--- src/dcq_pkg.sv ---
// ----------------------------------------------------------------------------
// dcq_pkg
// Shared types and codes for the bounded deque with delete by value.
// ----------------------------------------------------------------------------
`timescale 1ns / 1ps
`default_nettype none

package dcq_pkg;

    localparam int VALUE_W  = 32;
    localparam int OP_W     = 3;
    localparam int POS_W    = 6;
    localparam int STATUS_W = 3;
    localparam int LENGTH_W = 7;

    localparam logic [OP_W-1:0] OP_INS_FRONT = 3'd0;
    localparam logic [OP_W-1:0] OP_INS_BACK  = 3'd1;
    localparam logic [OP_W-1:0] OP_DEL_FIRST = 3'd2;
    localparam logic [OP_W-1:0] OP_DEL_LAST  = 3'd3;
    localparam logic [OP_W-1:0] OP_DEL_VALUE = 3'd4;
    localparam logic [OP_W-1:0] OP_READ      = 3'd5;

    localparam logic [STATUS_W-1:0] ST_OK        = 3'd0;
    localparam logic [STATUS_W-1:0] ST_EMPTY     = 3'd1;
    localparam logic [STATUS_W-1:0] ST_NOT_FOUND = 3'd2;
    localparam logic [STATUS_W-1:0] ST_FULL      = 3'd3;
    localparam logic [STATUS_W-1:0] ST_BAD_POS   = 3'd4;

    typedef enum logic {
        S_IDLE,
        S_SCAN
    } state_t;

    typedef enum logic [2:0] {
        CM_HOLD,
        CM_PUSH_FRONT,
        CM_PUSH_BACK,
        CM_ROTATE,
        CM_POP
    } cell_mode_t;

    typedef struct packed {
        cell_mode_t mode;
        logic       at_tail;
        logic       at_back;
    } cell_ctrl_t;

endpackage

`default_nettype wire

--- src/dcq_cell.sv ---
// ----------------------------------------------------------------------------
// dcq_cell
// One storage cell of the deque row; takes from its neighbors, the head
// cell or the incoming value as the row command says.
// ----------------------------------------------------------------------------
`timescale 1ns / 1ps
`default_nettype none

module dcq_cell (
    input  wire logic                               clk,
    input  wire dcq_pkg::cell_ctrl_t                ctrl,
    input  wire logic signed [dcq_pkg::VALUE_W-1:0] left_data,
    input  wire logic signed [dcq_pkg::VALUE_W-1:0] right_data,
    input  wire logic signed [dcq_pkg::VALUE_W-1:0] head_data,
    input  wire logic signed [dcq_pkg::VALUE_W-1:0] value,
    output      logic signed [dcq_pkg::VALUE_W-1:0] data
);

    logic signed [dcq_pkg::VALUE_W-1:0] entry_reg;
    logic signed [dcq_pkg::VALUE_W-1:0] entry_next;

    always_comb
    begin
        unique case (ctrl.mode)
            dcq_pkg::CM_PUSH_FRONT: entry_next = left_data;
            dcq_pkg::CM_PUSH_BACK:  entry_next = ctrl.at_back ? value : entry_reg;
            dcq_pkg::CM_ROTATE:     entry_next = ctrl.at_tail ? head_data : right_data;
            dcq_pkg::CM_POP:        entry_next = right_data;
            default:                entry_next = entry_reg;
        endcase
    end

    always_ff @(posedge clk)
    begin
        entry_reg <= entry_next;
    end

    assign data = entry_reg;

endmodule

`default_nettype wire

--- config.mk ---
export PLATFORM = sky130hd
export DESIGN_NAME = dcq_cell
export DESIGN_NICKNAME = d
export VERILOG_FILES = /design/src/dcq_pkg.sv /design/src/dcq_cell.sv
export SDC_FILE = /design/constraint.sdc
export NUM_CORES = 1
export LEC_CHECK = 0
export ABC_CLOCK_PERIOD_IN_PS = 5040
export BUFFER_PORTS_ARGS = -buffer_cell sky130_fd_sc_hd__buf_2
export CORE_ASPECT_RATIO = 1.25
export CORE_MARGIN = 4
export CORE_UTILIZATION = 33
export CTS_CLUSTER_DIAMETER = 100
export DETAILED_ROUTE_END_ITERATION = 6
export GPL_TIMING_DRIVEN = 0
export PLACE_DENSITY = 0.67
export SLEW_MARGIN = 5
export SYNTH_ARGS = -nofsm -noshare
export SYNTH_HDL_FRONTEND = slang
export SYNTH_SLANG_ARGS = --single-unit
--- constraint.sdc ---
create_clock -name clk -period 5.04 [get_ports clk]
set_input_delay 0.756 -clock clk [delete_from_list [all_inputs] [get_ports clk]]
set_output_delay 0.756 -clock clk [all_outputs]
set_load 0.02 [all_outputs]
==> impl_metrics.toml, run 1 <==
[route]
wl_met1_um = 3371
vias = 2603
drtAntennaViolNets = 0
drc = 0
first_pass_iters = 4
wl_met3_um = 811
vias_per_cell = 5.550
dr_wl_met2_um = 4117
routedWlPerCell_um = 17.86
wl_um = 8378
highest_layer = "met4"
drt_iter0_markers = 80

[critical_path]
startpoint_type = "input port"
cp_max_fo = 21
crit_type = "in2reg"
required_ns = 5.02
arrival_ns = 2.38
end_kind = "flop"

[die]
fp-row-count = 34
die_y_um = 102.8
die_area_mm2 = 0.008614
coreArea_mm2 = 0.006977
io_pins = 166
die_x_um = 83.82
initial_core_util = 0.3398

[final_layout]
final_nets = 513
n_antenna_cell = 0
area_growth_pct = 44.06
largest_reg_flops = 32
drive_above_1_share = 0.4987

[timing]
rsz0062_at_grt = "false"
drv_slew = 0
slew_headroom = 0.6407
fmax_mhz = 417.6
fin_ws_ns = 2.646
fin_crit_sh = 0.4751
tns_ns = 0
setup_viol = 0
finalHoldViolations = 0
tightest_slew_ns = 0.5389
min_period_ns = 2.394

[global_route]
overflow = 0
grt_pass1_vias = 2541
grt_pass1_wl_um = 12700
grt_max_degree = 22
grt_use_total = 0.1859
antenna_found_initial = 0

[synthesis]
async_flop_share = 0
synth_cell_type_count = 22
syn-cell-area_mm2 = 0.002371
synth-warning-count = 0
ys_seq_area_frac = 0.4053
syn_nets = 342
syn_avg_cell_area_um2 = 11.40
synth_edf_count = 32
ys.flop_type = "edfxtp_1"
ys_ff_latch = 32
syn_inst = 208

[clock_tree]
clkTransAtPathRegs_ns = 0.07
clockBufferDepth = 2
cts_resized = 0
cts_hold_buf = 0
cts.sinks = 32
cts_setup_buffers = 0
cts_max_level = 2
cts_buffers = 5
root_buffer = "clkbuf_8"
cts_tree = "built"

[power]
ir_drop_uv = 97.52
p_per_area_mw_per_mm2 = 238.3
p_leak_nw = 1.585

[hold_path]
hold_class = "in2reg"
min_delay_path_depth = 3

[place]
place_ws_ns = 2.349
place_congestion = 0.7765
port_buffers = 163
dp_hpwl_um = 6601

[job]
maxCapViolations = 0

[run_status]
status = "finished clean"
## cell families (layout without fill, tap and decap cells)
| logic type | count (synthesis) | after routing | synth area share |
|---|---|---|---|
| AOI/OAI and AO/OA | 85 | 85 | 0.2828 |
| buffers and inverters | 25 | 196 | 0.05910 |
| DFF | 32 | 32 | 0.4053 |
| muxes | 52 | 52 | 0.2232 |
| and+or+nand+nor | 14 | 14 | 0.02956 |
## layout make-up
type | count | area [um2]
tap | 90 | 112.6
inverter | 2 | 7.507
clock inverter | 1 | 5.005
clock buffer | 6 | 72.57
timing repair buffer | 164 | 843.3
multi-input combinational | 151 | 1281
fill | 674 | 3561
sequential | 32 | 960.9
buffer | 23 | 132.6
## final timing paths
| check | from | to |
|---|---|---|
| worst max-delay path | ctrl[3] | data[31] |
| worst min-delay path | left_data[5] | data[5] |
## metal layers
metal / vias up / global-route usage
met3: 7 / 0.05116
li1: 1243 / -
met1: 1205 / 0.2152
met5: - / 0
met2: 148 / 0.3393
met4: 0 / 0.05198
## metrics by stage
| stage | instance area [um2] | power, mW | hold slack (ns) | instances | util |
|---|---|---|---|---|---|
| after floorplan | 2371 | 0.5072 | 0.9504 | 208 | - |
| after global placement | 3299 | 0.6247 | 1.071 | 461 | 0.4729 |
| after detailed placement | 3338 | 0.6330 | 1.076 | 462 | 0.4785 |
| after CTS | 3416 | 0.8250 | 0.7751 | 469 | 0.4896 |
| after global routing | 3416 | 0.8603 | 0.7981 | 469 | 0.4896 |
| final | 3416 | 0.8140 | 0.7886 | 469 | 0.4896 |
## synthesized netlist by cell type (all sizes together) (2+ instances only)
cell type | instances | area share
nand2 | 6 | 0.0095
a21oi | 8 | 0.017
o221ai | 39 | 0.14
mux2i | 45 | 0.19
a22oi | 20 | 0.063
clkbuf | 12 | 0.019
o22ai | 7 | 0.018
edfxtp | 32 | 0.41
buf | 11 | 0.037
a221oi | 10 | 0.037
mux2 | 7 | 0.033
nor2 | 2 | 0.0032
inv | 2 | 0.0032
## critical path: stages
cell and delay (ns):
buf_2 0.10, buf_2 0.20, clkbuf_1 0.41, a211oi_1 0.20, a21oi_4 0.47, buf_16 0.24
## placed cells by master, fill, tap and decap left out, types with 2 or more instances in the layout
cell,n
inv_1,2
nand2_1,6
edfxtp_1,32
o22ai_1,7
a22oi_1,20
o221ai_1,39
buf_2,167
buf_4,3
a21oi_1,7
nor2_1,2
a221oi_1,10
buf_6,4
clkbuf_8,5
clkbuf_1,13
mux2i_1,45
mux2_2,7
## report_power, final
| part | total, mW | switching [mW] | internal [mW] |
|---|---|---|---|
| combinational | 0.277 | 0.158 | 0.119 |
| clock | 0.188 | 0.0946 | 0.0939 |
| sequential | 0.348 | 0.00849 | 0.340 |
Note: power is estimated with default switching activity, not from simulation.
==> run 2, diff against run 1 <==
- ABC_AREA: default -> 1
- ABC_CLOCK_PERIOD_IN_PS: 5040 -> 2480
- PLACE_DENSITY: 0.67 -> default
- clock period: 5.04 -> 2.48 ns (I/O delays scaled with it)
==> run 2 against run 1 <==
  * Worst setup slack worse by 2.1 ns
  * Global-route usage up 0.60 points
  * Area after synthesis up 11%
  * Final area up 8.5%
  * Critical path type unchanged
  * Die area up 9.8%
==> impl_metrics.toml, run 2 <==
[clock_tree]
cts_setup_buffers = 0
clkTransAtPathRegs_ns = 0.08
cts_hold_buf = 0
cts_max_level = 2
root_buffer = "clkbuf_8"
cts_resized = 0
cts.sinks = 32
cts_buffers = 5
clockBufferDepth = 2
cts_tree = "built"

[final_layout]
area_growth_pct = 41.18
layout_common_cells = "nand2_1, buf_2, nor2_1, inv_1, nand3_1"
final_nets = 730
utilization = 0.4756
final_common_cell = "nand2_1"
largest_reg_flops = 32
n_antenna_cell = 0
fin_area_mm2 = 0.003706
fillers = 843
drive_above_1_share = 0.3333

[critical_path]
slowest_delay_ns = 0.53
crit_buf_inv = 3
end_kind = "flop"
crit_type = "in2reg"
cp_max_fo = 17
crit_chain = "buf_2 > nor2_2 > nand2_1 > buf_2 > a21oi_4 > buf_16"
crit_family = "buffers and inverters"
required_ns = 2.47
arrival_ns = 1.96
slowest_stage = "a21oi_4"
startpoint_type = "input port"
cp_common_cell = "buf_2"

[synthesis]
synth_xor_xnor_area_share = 0
synth_fa_ha_area_frac = 0
synth_edf_count = 32
synth-warning-count = 0
async_flop_share = 0
syn-cell-area_mm2 = 0.002625
yosysMostFrequentCell = "nand2_1"
syn_avg_cell_area_um2 = 6.177
synth_top_family_by_area = "simple AND/OR/NAND/NOR gates"
yosysTopAreaCell = "edfxtp_1"
synth-simple-area-share = 0.5172
ys_seq_area_frac = 0.3661
ys_ff_latch = 32
synth_cell_type_count = 14
synth_compound_area_frac = 0.003813
synth_area_leaders = "edfxtp_1, nand2_1, nor2_1"
yosysTopAreaCellShare = 0.3661
synthTopCellsByCount = "nand2_1, nor2_1, inv_1"
syn_inst = 425
ys.flop_type = "edfxtp_1"
syn_nets = 559
synth.area.mux_share = 0

[route]
drt_iter0_markers = 127
drc = 0
vias = 3209
drtAntennaViolNets = 0
first_pass_iters = 4
routedWlPerCell_um = 13.14
vias_per_cell = 4.637
wl_um = 9091

[global_route]
grt_max_degree = 18
grt_pass1_vias = 3150
grt_use_total = 0.1919
overflow = 0
grt_pass1_wl_um = 14290
antenna_found_initial = 0

[timing]
setup_viol = 0
rsz0062_at_grt = "false"
slew_headroom = 0.5906
fmax_mhz = 508.3
fin_crit_sh = 0.7932
min_period_ns = 1.967
tightest_slew_ns = 0.6128
finalHoldViolations = 0
drv_slew = 0

[power]
ir_drop_uv = 232.1
p_per_area_mw_per_mm2 = 474.0
p_total_mw = 1.757
p_leak_nw = 2.189

[die]
coreArea_mm2 = 0.007792
die_y_um = 107.7
die_x_um = 87.77
die_area_mm2 = 0.009454
initial_core_util = 0.3369
io_pins = 166
fp-row-count = 36

[run_status]
status = "finished clean"

[place]
dp_hpwl_um = 7324
place_congestion = 0.8923
port_buffers = 163
dpl_cell_area_mm2 = 0.003598

[hold_path]
hold_class = "in2reg"
min_delay_path_depth = 3
hp-start = "left_data[19]"
whs_endpoint = "data[19]"

[job]
maxCapViolations = 0
==> run 2: changes by cell type in the layout (fill, tap and decap cells not counted), sizes merged, moves of 10 or more <==
cell    change
a221oi     -10
nor2       +65
o221ai     -39
mux2i      -45
buf        +14
nand4      +32
a22oi      -20
nand2     +188
inv        +32
nand3      +33
==> run 2: logic make-up (layout without fill, tap and decap cells) <==
| group | after synthesis | count (layout) |
|---|---|---|
| AOI/OAI and AO/OA | 2 | 2 |
| buffers and inverters | 64 | 236 |
| DFF | 32 | 32 |
| and+or+nand+nor | 327 | 327 |
==> run 2: final cells by class <==
cell class | count | area [um2] | share of cell area
buffer | 30 | 168.9 | 0.04558
inverter | 34 | 127.6 | 0.03444
timing repair buffer | 164 | 843.3 | 0.2275
sequential | 32 | 960.9 | 0.2593
tap | 95 | 118.9 | 0.03207
multi-input combinational | 329 | 1379 | 0.3720
clock inverter | 2 | 35.03 | 0.009453
clock buffer | 6 | 72.57 | 0.01958
==> run 2: metrics by stage <==
stage	cells	hold WS, ns	setup WS [ns]	TNS, ns
global route	692	0.4079	0.4254	0
global placement	683	0.7005	-0.5311	-16.94
finish	692	0.4050	0.5128	0
floorplan	425	0.6117	0.2190	0
detailed placement	684	0.7004	0.2089	0
CTS	692	0.4027	0.5079	0
==> run 2: where the power goes <==
part	internal, mW	switching, mW	total (mW)	leakage, nW
Clock	0.298	0.206	0.504	0.0552
Sequential	0.688	0.0155	0.703	0.307
Combinational	0.217	0.333	0.550	1.83
==> run 2: how the worst max path moves through the flow <==
| stage | from | to | slack [ns] | depth (start not counted) |
|---|---|---|---|---|
| final | ctrl[2] | data[10] | 0.51 | 6 |
| after floorplan | ctrl[4] | data[0] | 0.22 | 7 |
| after CTS | ctrl[2] | data[12] | 0.51 | 6 |
| after global placement | ctrl[2] | data[7] | -0.53 | 5 |
| after global routing | ctrl[2] | data[12] | 0.43 | 6 |
| after detailed placement | ctrl[2] | data[7] | 0.21 | 6 |
==> run 2: routing by layer <==
| metal | vias to the layer above | share of wire | GRT usage |
|---|---|---|---|
| li1 | 1687 | - | - |
| met1 | 1396 | 0.40 | 0.2202 |
| met2 | 114 | 0.52 | 0.3454 |
| met3 | 12 | 0.071 | 0.04058 |
| met4 | 0 | 0.018 | 0.06579 |
| met5 | - | 0 | 0 |
